--- src/hw/rtl/assert_macros.svh ---
// Assertion helpers shared by the RTL.
// VTE_ASSERT_IMP checks the consequent in the same cycle.
// VTE_ASSERT_NXT checks it in the next cycle.
`ifndef ASSERT_MACROS_SVH
`define ASSERT_MACROS_SVH

`ifndef SYNTHESIS
`define VTE_ASSERT_IMP(lbl, ante, cons) \
  lbl: assert property (@(posedge clk) disable iff (!rst_n) (ante) |-> (cons)) \
    else $error("vte: same-cycle check failed");
`define VTE_ASSERT_NXT(lbl, ante, cons) \
  lbl: assert property (@(posedge clk) disable iff (!rst_n) (ante) |=> (cons)) \
    else $error("vte: next-cycle check failed");
`else
`define VTE_ASSERT_IMP(lbl, ante, cons)
`define VTE_ASSERT_NXT(lbl, ante, cons)
`endif

`endif

--- src/hw/rtl/vte_pkg.sv ---
package vte_pkg;

  // table and field sizing
  localparam int MAX_NODES  = 128;
  localparam int NODE_W     = $clog2(MAX_NODES);
  localparam int DIST_AW    = 2 * NODE_W;
  localparam int DIST_DEPTH = MAX_NODES * MAX_NODES;
  localparam int TIME_W     = 24;
  localparam int DEMAND_W   = 16;
  localparam int SUM_W      = 32;

  // element queue between front and back (depth must be a power of two)
  localparam int FIFO_DEPTH = 4;
  localparam int FIFO_PW    = $clog2(FIFO_DEPTH);
  localparam int FIFO_CW    = FIFO_PW + 1;

  // input function codes
  typedef enum logic [1:0] {
    FUNC_NODE = 2'd0,
    FUNC_DIST = 2'd1,
    FUNC_TOUR = 2'd2
  } func_t;

  // configuration register indexes
  localparam logic CFG_NODE_COUNT = 1'b0;
  localparam logic CFG_CAPACITY   = 1'b1;

  typedef struct packed {
    logic [TIME_W-1:0]   ready;
    logic [TIME_W-1:0]   due;
    logic [DEMAND_W-1:0] demand;
    logic [TIME_W-1:0]   service;
  } node_attr_t;

  // one classified tour element with its table reads
  typedef struct packed {
    logic [TIME_W-1:0] dist_a;   // previous node (or depot) to this node
    logic [TIME_W-1:0] dist_b;   // this node back to the depot
    node_attr_t        attr;
    logic              depot;
    logic              first;
    logic              last;
  } elem_t;

  typedef struct packed {
    logic [SUM_W-1:0] end_time_total;
    logic [SUM_W-1:0] capacity_excess;
    logic [SUM_W-1:0] lateness_total;
    logic [SUM_W-1:0] violation_total;
  } result_t;

  typedef enum logic [2:0] {
    ST_ARRIVE,
    ST_SERVE,
    ST_RETURN,
    ST_CLOSE,
    ST_EMIT
  } back_state_t;

  function automatic logic [SUM_W-1:0] sat_add(input logic [SUM_W-1:0] a,
                                               input logic [SUM_W-1:0] b);
    logic [SUM_W:0] s;
    s = {1'b0, a} + {1'b0, b};
    return s[SUM_W] ? {SUM_W{1'b1}} : s[SUM_W-1:0];
  endfunction

  function automatic logic [SUM_W-1:0] excess(input logic [SUM_W-1:0] load,
                                              input logic [SUM_W-1:0] cap);
    return (load > cap) ? (load - cap) : '0;
  endfunction

endpackage

--- src/hw/rtl/vte_fifo.sv ---
module vte_fifo (
  input  logic                       clk,
  input  logic                       rst_n,
  input  logic                       push,
  input  vte_pkg::elem_t             push_data,
  input  logic                       pop,
  output vte_pkg::elem_t             head,
  output logic [vte_pkg::FIFO_CW-1:0] count
);
  import vte_pkg::*;

  elem_t              entries_r [FIFO_DEPTH];
  logic [FIFO_PW-1:0] wr_ptr_r, wr_ptr_nxt;
  logic [FIFO_PW-1:0] rd_ptr_r, rd_ptr_nxt;
  logic [FIFO_CW-1:0] cnt_r, cnt_nxt;

  // pointers wrap naturally at a power-of-two depth
  always_comb begin
    wr_ptr_nxt = push ? wr_ptr_r + 1'b1 : wr_ptr_r;
    rd_ptr_nxt = pop ? rd_ptr_r + 1'b1 : rd_ptr_r;
    cnt_nxt    = cnt_r + FIFO_CW'(push) - FIFO_CW'(pop);
  end

  always_ff @(posedge clk) begin
    if (!rst_n) begin
      wr_ptr_r <= '0;
      rd_ptr_r <= '0;
      cnt_r    <= '0;
    end else begin
      wr_ptr_r <= wr_ptr_nxt;
      rd_ptr_r <= rd_ptr_nxt;
      cnt_r    <= cnt_nxt;
    end
  end

  // payload storage
  always_ff @(posedge clk) begin
    if (push) begin
      entries_r[wr_ptr_r] <= push_data;
    end
  end

  assign head  = entries_r[rd_ptr_r];
  assign count = cnt_r;

endmodule

--- config.mk ---
export PLATFORM = sky130hd
export DESIGN_NAME = vte_fifo
export DESIGN_NICKNAME = d
export VERILOG_FILES = /design/src/hw/rtl/assert_macros.svh /design/src/hw/rtl/vte_pkg.sv /design/src/hw/rtl/vte_fifo.sv
export SDC_FILE = /design/constraint.sdc
export NUM_CORES = 1
export LEC_CHECK = 0
export BUFFER_PORTS_ARGS = -buffer_cell sky130_fd_sc_hd__buf_2
export CAP_MARGIN = 40
export CELL_PAD_IN_SITES_DETAIL_PLACEMENT = 0
export CELL_PAD_IN_SITES_GLOBAL_PLACEMENT = 1
export CORE_ASPECT_RATIO = 1.2
export CORE_MARGIN = 5
export CORE_UTILIZATION = 40
export CTS_BUF_LIST = sky130_fd_sc_hd__clkbuf_4 sky130_fd_sc_hd__clkbuf_8
export DETAILED_ROUTE_END_ITERATION = 7
export PLACE_DENSITY = 0.68
export SLEW_MARGIN = 20
export SYNTH_ARGS = -nofsm -noshare
export SYNTH_HDL_FRONTEND = slang
export SYNTH_SLANG_ARGS = --single-unit
--- constraint.sdc ---
create_clock -name clk -period 5.1 [get_ports clk]
set_input_delay 1.02 -clock clk [delete_from_list [all_inputs] [get_ports clk]]
set_output_delay 1.02 -clock clk [all_outputs]
set_load 0.02 [all_outputs]
### Word-level counts from Yosys, hierarchy flattened

Memory sizes are Yosys's and may differ from the RTL's. A register that Yosys moved wholly into a read port is not among the register bits.
Index checks and enable logic that the tools add are counted.

| cells by class | value |
|---|---|
| add/subtract/negate cells | 4 |
| multipliers | 0 |
| reduce and logical (&&, ||, !) cells | 0 |
| eq/ne operators | 0 |
| $lt $le $gt $ge | 0 |
| muxes and demuxes | 4 |
| div/mod/pow operators | 0 |
| bitwise gates (word level) | 0 |
| shift operators | 0 |

Operator list:

| cell | count |
|---|---|
| $add A2 B1 Y2 const B | 2 |
| $mux W2 | 2 |
| $add A3 B1 Y3 | 1 |
| $sub A3 B1 Y3 | 1 |
| $mux W1 | 2 |

| storage, ports and cells | value |
|---|---|
| bits in latches | 0 |
| memories | 1 |
| output and inout port bits | 142 |
| ROM bits | 0 |
| bits in writable memories | 556 |
| register bits | 7 |
| logic and storage cells | 12 |

Memories:

| memory | depth | width | rd ports | clocked after Yosys merged registers in | wr ports | RTL line | source |
|---|---|---|---|---|---|---|---|
| entries_r | 4 | 139 | 1 | 1 | 1 | vte_fifo.sv:12 | `elem_t entries_r [FIFO_DEPTH];` |

### Longest topological paths before layout

| logic depth | value |
|---|---|
| word-level depth | 3 |
| depth in mapped cells | 7 |

### Least setup slack after synthesis

No wires, ideal clock.

| path | value |
|---|---|
| path type | input to register |
| start point | in push |
| end point | mem entries_r[0][0] (netlist bit), enable pin |
| arrival time | 4.198 ns |
| stages | 1 |
| data required time | 4.586 ns |
| slack | 0.388 ns |
| buffers on the path | 0 |
| path through | and2_1 |

| between the ends | value |
|---|---|
| cells in the longest elaborated chain, start to end | 2 |

Ends and longest elaborated chain:

| item | RTL line | source |
|---|---|---|
| start: declaration | vte_fifo.sv:4 | `input logic push,` |
| $mux W1 | vte_fifo.sv:38 | `if (push) begin` |
| $mux W1 (implied by the code) | vte_fifo.sv:39 | `entries_r[wr_ptr_r] <= push_data;` |
| end: declaration | vte_fifo.sv:12 |  |

No other way between the ends.

==> flow_summary.ini <==
[run_status]
status = finished clean

[placed_design]
dp_hpwl_um = 24000
port_buffers = 284
preCtsSetupSlack_ns = 2.10
dp.cells = 1683
place_congestion = 0.700

[sta]
fmax_mhz = 273
setup-tns-final_ns = 0
setup_viol = 0
fin_crit_ns = 3.66
worst_slack_ns = 1.44
period_share_pct = 71.8
rsz0062_at_grt = no
hold_viol_final = 0
worst_pin_slew_ns = 0.797
relSlewSlack_pct = 46.9
finClkSkew_ns = 0.0183
report.final.slew_viol_count = 0

[die]
die-height_um = 258
dieArea_um2 = 55900
ios = 285
die_w_um = 217
initial_core_util_pct = 40.1
num_rows = 91
coreArea_um2 = 51100

[synthesis]
synthDominantCellAreaShare_pct = 81.4
synthCells = 767
async_reset_ff_share_pct = 0
synthTopCellsByArea = edfxtp_1, mux4_2, dfxtp_1, buf_6, ha_1
synth_nets = 917
ys_seq_area_share_pct = 82.3
synth.most_common_cell = edfxtp_1
synth_adder_area_share_pct = 0.464
synth_cell_types = 19
synth-simple-area-share_pct = 0.311
synth-xor-area-share_pct = 0.201
synth_edf_count = 556
synth-main-ff-cell = edfxtp_1
synth_top_cell_by_area = edfxtp_1
synth-seq-cells = 565
avgSynthCellArea_um2 = 26.7
synth_compound_area_share_pct = 0.0732
synthTopCellsByCount = edfxtp_1, mux4_2, buf_6, buf_2, dfxtp_1
synth_top_family_by_area = multiplexers
netlist_area_um2 = 20500
muxShareOfSynthArea_pct = 15.3
yosys_warnings = 0

[pwr]
p_per_area_nw_per_um2 = 414
power_mw = 10.1
p_leak_nw = 8.18
ir_drop_uv = 245

[finish]
stdcell_count = 1845
fillers = 4212
multi_input_area_um2 = 3370
utilization_pct = 47.8
final_nets = 1274
register_area_um2 = 16900
areaGrowthSynthToFinish_pct = 19.1
layout-drive-gt1-share_pct = 48.0

[clock_network]
htree_levels = 3
cts_max_path_buffers = 3
post_cts_resized = 0
clock_latency_ns = 0.65
cts_root_buffer = clkbuf_8
post_cts_buffers = 0
postCtsHoldBufs = 0
cts_made_buffers = 89
clk_pin_slew_ns = 0.06
cts_sinks = 565
cts_tree = done

[critical_path]
crit_path_end_kind = primary output
worstReg2RegEnd = entries_r[3][20]
crit_fanout = 76
crit_type = reg -> out
r2r_slack_ns = 2.93
ff2ff_path_depth = 3
critPathMaxStageDelay_ns = 0.77
worstPathCellList = buf_12 -> mux4_2 -> buf_2
critical_path_arrival_ns = 2.64
critPathRequiredTime_ns = 4.08
startpoint_type = register
worstReg2RegStart = wr_ptr_r[0]
cp_slowest_cell = dfxtp_4

[drt]
drcViolationCount = 0
finalWirelength_um = 41700
vias = 9305
drt_iter0_drc = 449
wl_per_cell_um = 22.6
ant_nets = 0
drt_pass1_iterations = 4
vias_per_cell = 5.04

[global_routing]
grt_max_degree = 86
track_usage_pct = 15.1
overflow = 0
antenna_found_initial = 7
grt_pass1_vias = 10200
grt_pass1_wl_um = 63000

[min_path]
whs_path_depth = 2
hold_start = rd_ptr_r[0]
hold_class = reg -> reg

[run]
max-cap-violations = 0
==> critical path: cells and delay by family, from the launching register on <==
kind | cells | cell delay [ns]
muxes | 1 | 0.44
buffers and inverters | 2 | 0.59
DFF | 1 | 0.77
==> cell families after synthesis <==
group / Yosys count
compound gates: 2
fa+ha+maj: 7
buf+inv: 38
flops: 565
xor+xnor: 3
simple gates: 12
mux: 140
==> layer usage <==
layer | GRT usage, % | share of wire [%]
met3 | 4.37 | 5.9
met5 | 0 | 0.055
met4 | 6.52 | 2.8
met1 | 18.9 | 40
met2 | 24.6 | 51
==> how the worst max path moves through the flow <==
stage	start	endpoint	slack [ns]	cells after the start
5_1_grt	register	head[127]	1.30	3
6_report	register	head[127]	1.44	3
4_1_cts	register	head[127]	1.35	3
3_5_place_dp	register	head[127]	2.10	3
3_3_place_gp	register	head[127]	2.09	3
2_1_floorplan	push	entries_r[0][0]	0.39	1
==> placed cells by master, fill, tap and decap left out, types with 4 or more instances in the layout <==
| cell type | count |
|---|---|
| clkbuf_8 | 91 |
| clkinv_1 | 28 |
| inv_1 | 7 |
| diode_2 | 5 |
| nor2_1 | 5 |
| and2_4 | 4 |
| buf_12 | 7 |
| buf_2 | 284 |
| clkinv_2 | 7 |
| clkbuf_4 | 24 |
| mux4_2 | 139 |
| edfxtp_1 | 556 |
| buf_4 | 5 |
| ha_1 | 6 |
| dfxtp_1 | 7 |
==> power breakdown <==
| group | switching [mW] | total [mW] | internal (mW) |
|---|---|---|---|
| clock network | 1.65 | 3.63 | 1.97 |
| registers | 0.0567 | 5.40 | 5.34 |
| logic | 0.652 | 1.09 | 0.436 |
==> through the flow <==
step / cell area [µm²] / hold slack [ns]
floorplan: 20500 / 0.499
global placement: 22700 / 0.512
detailed placement: 22700 / 0.516
CTS: 24400 / 0.487
global route: 24400 / 0.511
finish: 24400 / 0.529
==> sequential cells by signal, indices dropped and copies added, names as in the netlist, named ones only <==
name,cells
count,3
entries_r,556
rd_ptr_r,2
wr_ptr_r,2
==> layout make-up <==
class,instances,share of cell area [%]
antenna,5,0.0512
clock buffer,115,5.87
clock inverter,41,1.04
inverter,7,0.108
multi-input combinational,164,13.8
sequential,565,69.2
tap,651,3.34
timing repair buffer,297,6.66
Power figures use the tool's default switching activity.
