==> config.mk <==
export PLATFORM = sky130hd
export DESIGN_NAME = vte_back
export DESIGN_NICKNAME = d
export VERILOG_FILES = /design/src/hw/rtl/assert_macros.svh /design/src/hw/rtl/vte_pkg.sv /design/src/hw/rtl/vte_back.sv
export SDC_FILE = /design/constraint.sdc
export NUM_CORES = 1
export LEC_CHECK = 0
export ABC_AREA = 1
export BUFFER_PORTS_ARGS = -buffer_cell sky130_fd_sc_hd__buf_2
export CAP_MARGIN = 5
export CORE_MARGIN = 4
export CORE_UTILIZATION = 40
export CTS_BUF_LIST = sky130_fd_sc_hd__clkbuf_8
export CTS_CLUSTER_SIZE = 12
export DETAILED_ROUTE_END_ITERATION = 8
export PLACE_DENSITY = 0.68
export SYNTH_ARGS = -nofsm -noshare
export SYNTH_HDL_FRONTEND = slang
export SYNTH_SLANG_ARGS = --single-unit
==> constraint.sdc <==
create_clock -name clk -period 18.4 [get_ports clk]
set_input_delay 2.76 -clock clk [delete_from_list [all_inputs] [get_ports clk]]
set_output_delay 2.76 -clock clk [all_outputs]
set_load 0.03 [all_outputs]
==> src/hw/rtl/assert_macros.svh <==
// Assertion helpers shared by the RTL.
// VTE_ASSERT_IMP checks the consequent in the same cycle.
// VTE_ASSERT_NXT checks it in the next cycle.
`ifndef ASSERT_MACROS_SVH
`define ASSERT_MACROS_SVH

`ifndef SYNTHESIS
`define VTE_ASSERT_IMP(lbl, ante, cons) \
  lbl: assert property (@(posedge clk) disable iff (!rst_n) (ante) |-> (cons)) \
    else $error("vte: same-cycle check failed");
`define VTE_ASSERT_NXT(lbl, ante, cons) \
  lbl: assert property (@(posedge clk) disable iff (!rst_n) (ante) |=> (cons)) \
    else $error("vte: next-cycle check failed");
`else
`define VTE_ASSERT_IMP(lbl, ante, cons)
`define VTE_ASSERT_NXT(lbl, ante, cons)
`endif

`endif

==> src/hw/rtl/vte_pkg.sv <==
package vte_pkg;

  // table and field sizing
  localparam int MAX_NODES  = 128;
  localparam int NODE_W     = $clog2(MAX_NODES);
  localparam int DIST_AW    = 2 * NODE_W;
  localparam int DIST_DEPTH = MAX_NODES * MAX_NODES;
  localparam int TIME_W     = 24;
  localparam int DEMAND_W   = 16;
  localparam int SUM_W      = 32;

  // element queue between front and back (depth must be a power of two)
  localparam int FIFO_DEPTH = 4;
  localparam int FIFO_PW    = $clog2(FIFO_DEPTH);
  localparam int FIFO_CW    = FIFO_PW + 1;

  // input function codes
  typedef enum logic [1:0] {
    FUNC_NODE = 2'd0,
    FUNC_DIST = 2'd1,
    FUNC_TOUR = 2'd2
  } func_t;

  // configuration register indexes
  localparam logic CFG_NODE_COUNT = 1'b0;
  localparam logic CFG_CAPACITY   = 1'b1;

  typedef struct packed {
    logic [TIME_W-1:0]   ready;
    logic [TIME_W-1:0]   due;
    logic [DEMAND_W-1:0] demand;
    logic [TIME_W-1:0]   service;
  } node_attr_t;

  // one classified tour element with its table reads
  typedef struct packed {
    logic [TIME_W-1:0] dist_a;   // previous node (or depot) to this node
    logic [TIME_W-1:0] dist_b;   // this node back to the depot
    node_attr_t        attr;
    logic              depot;
    logic              first;
    logic              last;
  } elem_t;

  typedef struct packed {
    logic [SUM_W-1:0] end_time_total;
    logic [SUM_W-1:0] capacity_excess;
    logic [SUM_W-1:0] lateness_total;
    logic [SUM_W-1:0] violation_total;
  } result_t;

  typedef enum logic [2:0] {
    ST_ARRIVE,
    ST_SERVE,
    ST_RETURN,
    ST_CLOSE,
    ST_EMIT
  } back_state_t;

  function automatic logic [SUM_W-1:0] sat_add(input logic [SUM_W-1:0] a,
                                               input logic [SUM_W-1:0] b);
    logic [SUM_W:0] s;
    s = {1'b0, a} + {1'b0, b};
    return s[SUM_W] ? {SUM_W{1'b1}} : s[SUM_W-1:0];
  endfunction

  function automatic logic [SUM_W-1:0] excess(input logic [SUM_W-1:0] load,
                                              input logic [SUM_W-1:0] cap);
    return (load > cap) ? (load - cap) : '0;
  endfunction

endpackage

==> src/hw/rtl/vte_back.sv <==
module vte_back (
  input  logic                      clk,
  input  logic                      rst_n,
  input  logic                      q_empty,
  input  vte_pkg::elem_t            q_head,
  output logic                      q_pop,
  input  logic [vte_pkg::SUM_W-1:0] capacity,
  input  logic                      out_pop,
  output logic                      out_valid,
  output vte_pkg::result_t          result
);
  import vte_pkg::*;

  back_state_t      state_r, state_nxt;
  elem_t            elem_r, elem_nxt;
  logic [SUM_W-1:0] clock_r, clock_nxt;
  logic [SUM_W-1:0] clk_a_r, clk_a_nxt;
  logic [SUM_W-1:0] excess_r, excess_nxt;
  logic [SUM_W-1:0] load_r, load_nxt;
  logic [SUM_W-1:0] end_r, end_nxt;
  logic [SUM_W-1:0] cap_r, cap_nxt;
  logic [SUM_W-1:0] late_r, late_nxt;
  logic [SUM_W-1:0] late_pend_r, late_pend_nxt;
  result_t          out_r, out_nxt;
  logic             out_valid_r, out_valid_nxt;

  logic [SUM_W-1:0] head_ready;
  logic [SUM_W-1:0] head_dist;
  logic [SUM_W-1:0] base_time;
  logic [SUM_W-1:0] wait_time;
  logic [SUM_W-1:0] due32;

  assign head_ready = SUM_W'(q_head.attr.ready);
  assign head_dist  = SUM_W'(q_head.dist_a);
  assign due32      = SUM_W'(elem_r.attr.due);

  // route restart at the depot, then wait for the ready time
  always_comb begin
    base_time = elem_r.depot ? '0 : clk_a_r;
    wait_time = (base_time < SUM_W'(elem_r.attr.ready)) ? SUM_W'(elem_r.attr.ready)
                : base_time;
  end

  always_comb begin
    state_nxt     = state_r;
    elem_nxt      = elem_r;
    clock_nxt     = clock_r;
    clk_a_nxt     = clk_a_r;
    excess_nxt    = excess_r;
    load_nxt      = load_r;
    end_nxt       = end_r;
    cap_nxt       = cap_r;
    late_pend_nxt = '0;
    late_nxt      = sat_add(late_r, late_pend_r);
    out_nxt       = out_r;
    out_valid_nxt = out_valid_r;
    q_pop         = 1'b0;

    // result register transfer
    if (out_pop && out_valid_r) begin
      out_valid_nxt = 1'b0;
    end

    unique case (state_r)
      // travel to the node; excess of the open route for a depot close
      ST_ARRIVE: begin
        if (!q_empty) begin
          q_pop      = 1'b1;
          elem_nxt   = q_head;
          clk_a_nxt  = q_head.first
                       ? ((head_ready > head_dist) ? head_ready : head_dist)
                       : sat_add(clock_r, head_dist);
          excess_nxt = excess(load_r, capacity);
          state_nxt  = ST_SERVE;
        end
      end
      // depot close, wait, lateness, load and service
      ST_SERVE: begin
        if (elem_r.depot) begin
          end_nxt = sat_add(end_r, clk_a_r);
          cap_nxt = sat_add(cap_r, excess_r);
        end
        late_pend_nxt = (wait_time > due32) ? (wait_time - due32) : '0;
        clock_nxt     = sat_add(wait_time, SUM_W'(elem_r.attr.service));
        load_nxt      = sat_add(elem_r.depot ? '0 : load_r,
                                SUM_W'(elem_r.attr.demand));
        state_nxt     = elem_r.last ? ST_RETURN : ST_ARRIVE;
      end
      // drive back to the depot after the final element
      ST_RETURN: begin
        clock_nxt  = sat_add(clock_r, SUM_W'(elem_r.dist_b));
        excess_nxt = excess(load_r, capacity);
        state_nxt  = ST_CLOSE;
      end
      ST_CLOSE: begin
        end_nxt   = sat_add(end_r, clock_r);
        cap_nxt   = sat_add(cap_r, excess_r);
        state_nxt = ST_EMIT;
      end
      // hand totals to the result register and start a fresh tour
      ST_EMIT: begin
        if (!out_valid_r || out_pop) begin
          out_nxt.end_time_total  = end_r;
          out_nxt.capacity_excess = cap_r;
          out_nxt.lateness_total  = late_r;
          out_nxt.violation_total = sat_add(cap_r, late_r);
          out_valid_nxt = 1'b1;
          clock_nxt     = '0;
          load_nxt      = '0;
          end_nxt       = '0;
          cap_nxt       = '0;
          late_nxt      = '0;
          state_nxt     = ST_ARRIVE;
        end
      end
      default: begin
        state_nxt = ST_ARRIVE;
      end
    endcase
  end

  always_ff @(posedge clk) begin
    if (!rst_n) begin
      state_r     <= ST_ARRIVE;
      clock_r     <= '0;
      load_r      <= '0;
      end_r       <= '0;
      cap_r       <= '0;
      late_r      <= '0;
      late_pend_r <= '0;
      out_valid_r <= 1'b0;
    end else begin
      state_r     <= state_nxt;
      clock_r     <= clock_nxt;
      load_r      <= load_nxt;
      end_r       <= end_nxt;
      cap_r       <= cap_nxt;
      late_r      <= late_nxt;
      late_pend_r <= late_pend_nxt;
      out_valid_r <= out_valid_nxt;
    end
  end

  // datapath registers
  always_ff @(posedge clk) begin
    elem_r   <= elem_nxt;
    clk_a_r  <= clk_a_nxt;
    excess_r <= excess_nxt;
    out_r    <= out_nxt;
  end

  assign out_valid = out_valid_r;
  assign result    = out_r;

endmodule

Yosys cells after proc, flatten, opt, wreduce, memory -nomap -nowiden
Index checks and enable logic that the tools add are counted.
{ "word_totals": {"register_bits": 502, "input_bits": 175} }
{ "op_classes": {"add_sub_neg": 11, "magnitude_cmp": 4, "eq_ne": 7, "muxes": 34, "n_bitwise": 1, "n_reduce_logical": 16} }
{ "op_table": {"columns": ["op", "n"], "rows": [
  ["two-way mux 32 bit", 19],
  ["case mux 32 bit (3 select lines)", 3],
  ["adder 32 x 32 -> 33 bit", 5],
  ["case mux 32 bit (2 select lines)", 2],
  ["adder 32 x 24 -> 33 bit", 3],
  ["adder 32 x 16 -> 33 bit", 1],
  ["greater-than comparator 32 x 24 -> 1 bit", 1],
  ["greater-than comparator 32 bit", 1],
  ["< comparator 32 x 24 -> 1 bit", 1],
  ["subtractor 32 x 24 -> 32 bit", 1],
  ["subtractor 32 bit", 1],
  ["greater-than comparator 24 bit", 1],
  ["two-way mux 24 bit", 1],
  ["case mux 3 bit (5 select lines)", 1],
  ["AND reduction 2 bit", 6],
  ["== test 3 x 2 -> 1 bit, second input constant", 2],
  ["two-way mux 3 bit", 2],
  ["!= test 2 bit, second input constant", 3],
  ["AND reduction 3 bit", 2],
  ["nonzero test 3 bit", 2],
  ["two-way mux 1 bit", 5],
  ["nonzero test 2 bit", 2],
  ["== test 3 x 1 -> 1 bit, second input constant", 1],
  ["== test 3 bit, second input constant", 1],
  ["other kinds (6)", 6]
]} }

Longest topological paths before layout
{ "logic_depth": {"word_depth": 6, "depth_mapped": 41} }

Least setup slack after synthesis
OpenSTA, ideal clock, no wires.
{ "synth_path": {"path_kind": "in2out", "start": "in q_empty", "end": "out q_pop", "arrival_ps": 17354, "required_time_ps": 15640, "setup_slack_ps": -1715, "stages": 1, "path_buffers": 0, "cell_sequence": "nor4_1"} }
{ "synth_between": {"elab_chain_len": 2} }
{ "synth_lines": {"columns": ["item", "line_no", "text"], "rows": [
  ["start: declaration", "vte_back.sv:4", "input logic q_empty,"],
  ["two-way mux 1 bit", "vte_back.sv:67", "if (!q_empty) begin"],
  ["two-way mux 1 bit", "vte_back.sv:64", "unique case (state_r)"],
  ["end: declaration", "vte_back.sv:6", "output logic q_pop,"]
]} }
No other way between the ends.

Worst setup path in the final report
{ "layout_path": {"start": "reg elem_r[2] (netlist name)", "end": "reg clock_r[2]"} }
{ "layout_between": {"elab_chain_len": 6} }
{ "layout_lines": {"columns": ["item", "line_no", "text"], "rows": [
  ["start: declaration", "vte_back.sv:15", "elem_t elem_r, elem_nxt;"],
  ["start signal: assignment", "vte_back.sv:146", "elem_r <= elem_nxt;"],
  ["two-way mux 32 bit (*)", "vte_back.sv:39", "base_time = elem_r.depot ? '0 : clk_a_r;"],
  ["< comparator 32 x 24 -> 1 bit", "vte_back.sv:40", "wait_time = (base_time < SUM_W'(elem_r.attr.ready)) ? SUM_W'(elem_r.attr.ready)"],
  ["two-way mux 32 bit (*)", "vte_back.sv:40", null],
  ["adder 32 x 24 -> 33 bit (*)", "vte_pkg.sv:63", "s = {1'b0, a} + {1'b0, b};"],
  ["two-way mux 32 bit (*)", "vte_pkg.sv:64", "return s[SUM_W] ? {SUM_W{1'b1}} : s[SUM_W-1:0];"],
  ["case mux 32 bit (3 select lines) (*)", "vte_back.sv:64", null],
  ["end signal: assignment", "vte_back.sv:134", "clock_r <= clock_nxt;"],
  ["end: declaration", "vte_back.sv:16", "logic [SUM_W-1:0] clock_r, clock_nxt;"]
]} }
Mark *: on every way between the ends. The rest lies on a longest branch, timed or not.
A chain may end at the register's enable or synchronous reset.

==> impl_metrics.json <==
{
  "status": "finished clean",
  "io-pin-count": 305,
  "nFillCells": 8841,
  "core-area_um2": 88500,
  "layout_min_cycle_time_ns": 6.61,
  "cpPeakStageDelay_ns": 0.70,
  "die_w_um": 307,
  "synthFlopType": "edfxtp_1",
  "timing.max_cap.violations": 0,
  "fmax_mhz": 151,
  "synth_warnings": 0,
  "clk_pin_slew_ns": 0.06,
  "routedWlPerCell_um": 19.7,
  "hold_class": "flip-flop to flip-flop",
  "powerDensity_nw_per_um2": 87.7,
  "antenna_found_initial": 10,
  "cts_made_buffers": 89,
  "synth.avg_cell_area_um2": 7.78,
  "fin_skew_ns": 0.0679,
  "cp-start-kind": "flip-flop",
  "crit_end": "clock_r[2]$_SDFFE_PN0P_",
  "criticalPathCategory": "flip-flop to flip-flop",
  "routed_wl_um": 121000,
  "critPathMaxFanout": 55,
  "p_clk_frac": 0.313,
  "critPathLaunch": "elem_r[2]$_DFFE_PP_",
  "synth-simple-area-share": 0.191,
  "cts-root-buf": "clkbuf_8",
  "synth_nets": 5128,
  "firstDrtPassIters": 6,
  "max-vdd-ir-drop_uv": 57.2,
  "cts_max_path_buffers": 3,
  "drtAntennaViolNets": 0,
  "r2r_cells": 26,
  "place_ws_ns": 11.92,
  "synth_top_family_by_area": "simple AND/OR/NAND/NOR gates",
  "synth_edf_count": 306,
  "tightestPinTransition_ns": 1.16,
  "cellLeakagePower_nw": 19.3,
  "cp-end-kind": "flip-flop",
  "first_global_vias": 31300,
  "r2r_end": "clock_r[2]$_SDFFE_PN0P_",
  "synth_mux_area_frac": 0,
  "rows": 109,
  "synth_fa_ha_area_frac": 0.129,
  "gp_congestion": 1.01,
  "synth_cell_types": 67,
  "seq_area_frac_synth": 0.367,
  "syn-cell-area_um2": 35700,
  "gr-usage-all-layers": 0.251,
  "clock_latency_ns": 0.76,
  "grt_pass1_wl_um": 183000,
  "drv_slew": 0,
  "hold_viol": 0,
  "p_total_w": 0.00355,
  "portBuffers": 304,
  "synth_seq_cells": 502,
  "cts_tree": "built",
  "internal-power_w": 0.00225,
  "worst-endpoint-arrival_ns": 7.30,
  "netlist_instances": 4592,
  "postCtsHoldBufs": 0,
  "area_delta_synth_final_pct": 13.1,
  "tns_ns": 0,
  "final_layout_size_suffix_gt1_frac": 0.114,
  "fin_crit_sh": 0.359,
  "rsz0062_at_grt": "false",
  "die_height_um": 307,
  "fin_util": 0.457,
  "fin_ws_ns": 11.79,
  "p_comb_frac": 0.296,
  "drc": 0,
  "synth_compound_area_frac": 0.189,
  "postCtsResizedCells": 0,
  "htree_levels": 3,
  "r2r-start": "elem_r[2]$_DFFE_PP_",
  "r2r_setup_slack_ns": 11.79,
  "drt-vias-per-instance": 5.42,
  "start_util": 0.404,
  "async_reset_ff_frac": 0,
  "initialDrtViolationCount": 3106,
  "dieArea_um2": 94200,
  "post_cts_buffers": 0,
  "layout.nets": 5443,
  "slew_headroom": 0.224,
  "setup_viol": 0,
  "grt_start_max_net_pins": 75,
  "seq_power_share": 0.391,
  "grt-ovfl-total": 0,
  "power_switching_w": 0.00130,
  "crit_slowest_cell": "o21ai_0",
  "crit_top_cell": "nand2_1",
  "required_ns": 19.08,
  "switching_share": 0.365,
  "hpwl_um": 97000,
  "synthXorXnorAreaFrac": 0.0466,
  "vias": 33400,
  "cts.sinks": 502
}
[cell families after synthesis]
kind of cell | count (synthesis)
AOI/OAI and AO/OA | 1191
adders and majority gates | 361
DFF | 502
buffers and inverters | 724
xor gates and xnor gates | 190
and+or+nand+nor | 1624
[cell usage after synthesis (5+ instances only)]
cell type / number / area (um2)
fa_1: 11 / 220
nor4_1: 16 / 100
nand2_2: 19 / 119
nand2_1: 852 / 3200
and2_1: 9 / 56.3
o21bai_1: 19 / 143
a31oi_1: 34 / 213
xor2_1: 110 / 963
o221ai_1: 9 / 78.8
or2_2: 36 / 225
nand4_1: 42 / 263
a21oi_1: 504 / 2520
a21oi_2: 12 / 105
o211ai_1: 55 / 413
o21ai_0: 356 / 1780
nand3_1: 199 / 996
nor2_1: 376 / 1410
edfxtp_1: 306 / 9190
ha_1: 350 / 4380
buf_4: 6 / 45.0
nand3b_1: 7 / 52.6
clkbuf_1: 63 / 236
buf_1: 11 / 41.3
o21a_1: 35 / 263
a21o_1: 17 / 128
xnor2_1: 80 / 701
a21boi_0: 13 / 97.6
dfxtp_1: 196 / 3920
o21ai_1: 48 / 240
a31o_2: 5 / 43.8
o22ai_1: 5 / 31.3
nor3_1: 49 / 245
a211oi_1: 5 / 37.5
a21boi_1: 17 / 128
inv_1: 615 / 2310
o21ai_2: 12 / 105
a221oi_1: 9 / 78.8
buf_2: 18 / 90.1
o31ai_1: 13 / 97.6
[cell type report]
cell class / instances / area (um2) / area share
diodes: 8 / 20.0 / 0.000495
clock buffers: 102 / 1400 / 0.0347
clock inverters: 66 / 495 / 0.0123
inverters: 623 / 2340 / 0.0579
multi-input cells: 3366 / 19900 / 0.492
flip-flops and latches: 502 / 13100 / 0.324
well taps: 1165 / 1460 / 0.0361
repair buffers: 325 / 1700 / 0.0420
[routing by layer]
metal	GRT usage	up-vias	wire, um
met5	0	-	13
met4	0.102	2	5170
met3	0.0423	252	9650
met2	0.403	1385	53900
met1	0.337	15300	52500
li1	-	16400	-
[how the worst min path moves through the flow]
stage                                  from                 endpoint  depth (start not counted)
floorplan              late_r[0]$_SDFF_PN0_     result[32]$_DFFE_PP_                          0
global placement    load_r[29]$_SDFFE_PN0P_  load_r[29]$_SDFFE_PN0P_                          2
detailed placement  load_r[29]$_SDFFE_PN0P_  load_r[29]$_SDFFE_PN0P_                          2
CTS                 load_r[29]$_SDFFE_PN0P_  load_r[29]$_SDFFE_PN0P_                          2
global route        load_r[29]$_SDFFE_PN0P_  load_r[29]$_SDFFE_PN0P_                          2
finish              load_r[29]$_SDFFE_PN0P_  load_r[29]$_SDFFE_PN0P_                          2
[registers in the layout (all words and copies together), names as in the netlist, 24 cells and up]
register	flops
cap_r	32
clk_a_r	32
clock_r	32
due32	24
elem_r	90
end_r	32
excess_r	32
late_pend_r	32
late_r	32
load_r	32
result	128
[critical path: cells and delay by family (launching register included)]
| family | cells | cell delay [ns] |
|---|---|---|
| buf+inv | 5 | 1.59 |
| compound gates | 11 | 2.30 |
| flops | 1 | 0.32 |
| simple gates | 8 | 1.43 |
| fa+ha+maj | 2 | 0.81 |
[per-stage QoR]
stage | hold slack (ns) | cells | area (um2)
after CTS | 0.509 | 6148 | 40400
after global placement | 0.495 | 5980 | 38500
final | 0.502 | 6157 | 40400
after floorplan | 0.441 | 4592 | 35800
after detailed placement | 0.501 | 5980 | 38500
after global routing | 0.520 | 6154 | 40400
[placed cells by master (no fill, tap or decap), types with 6 or more instances in the layout]
cell type	count
and2_1	9
nor3_1	49
o21a_1	35
nand4_1	42
a21oi_2	12
clkinv_1	15
a21oi_1	504
nand2_1	852
a21boi_1	17
o31ai_1	13
o211ai_1	55
nand3_1	199
nor2_1	374
edfxtp_1	306
buf_2	304
a21boi_0	13
a31oi_1	34
nand3b_1	7
buf_4	20
o21bai_1	19
dfxtp_1	196
bufinv_16	6
o21ai_1	49
nor4_1	15
clkbuf_8	102
o221ai_1	9
clkinv_2	15
o21ai_2	12
ha_1	350
xnor2_1	80
fa_1	11
nand2_2	19
o21ai_0	355
inv_1	639
or2_2	36
diode_2	8
xor2_1	110
a21o_1	17
a221oi_1	9
[power by group through the flow]
stage | Sequential [W] | Combinational, W | Clock, W
floorplan | 0.00135 | 0.000757 | 0
global placement | 0.00141 | 0.00102 | 0
detailed placement | 0.00141 | 0.00102 | 0
CTS | 0.00139 | 0.00103 | 0.00114
global route | 0.00139 | 0.00118 | 0.00119
finish | 0.00139 | 0.00105 | 0.00111
No activity file was read; power rests on OpenSTA's default activity.
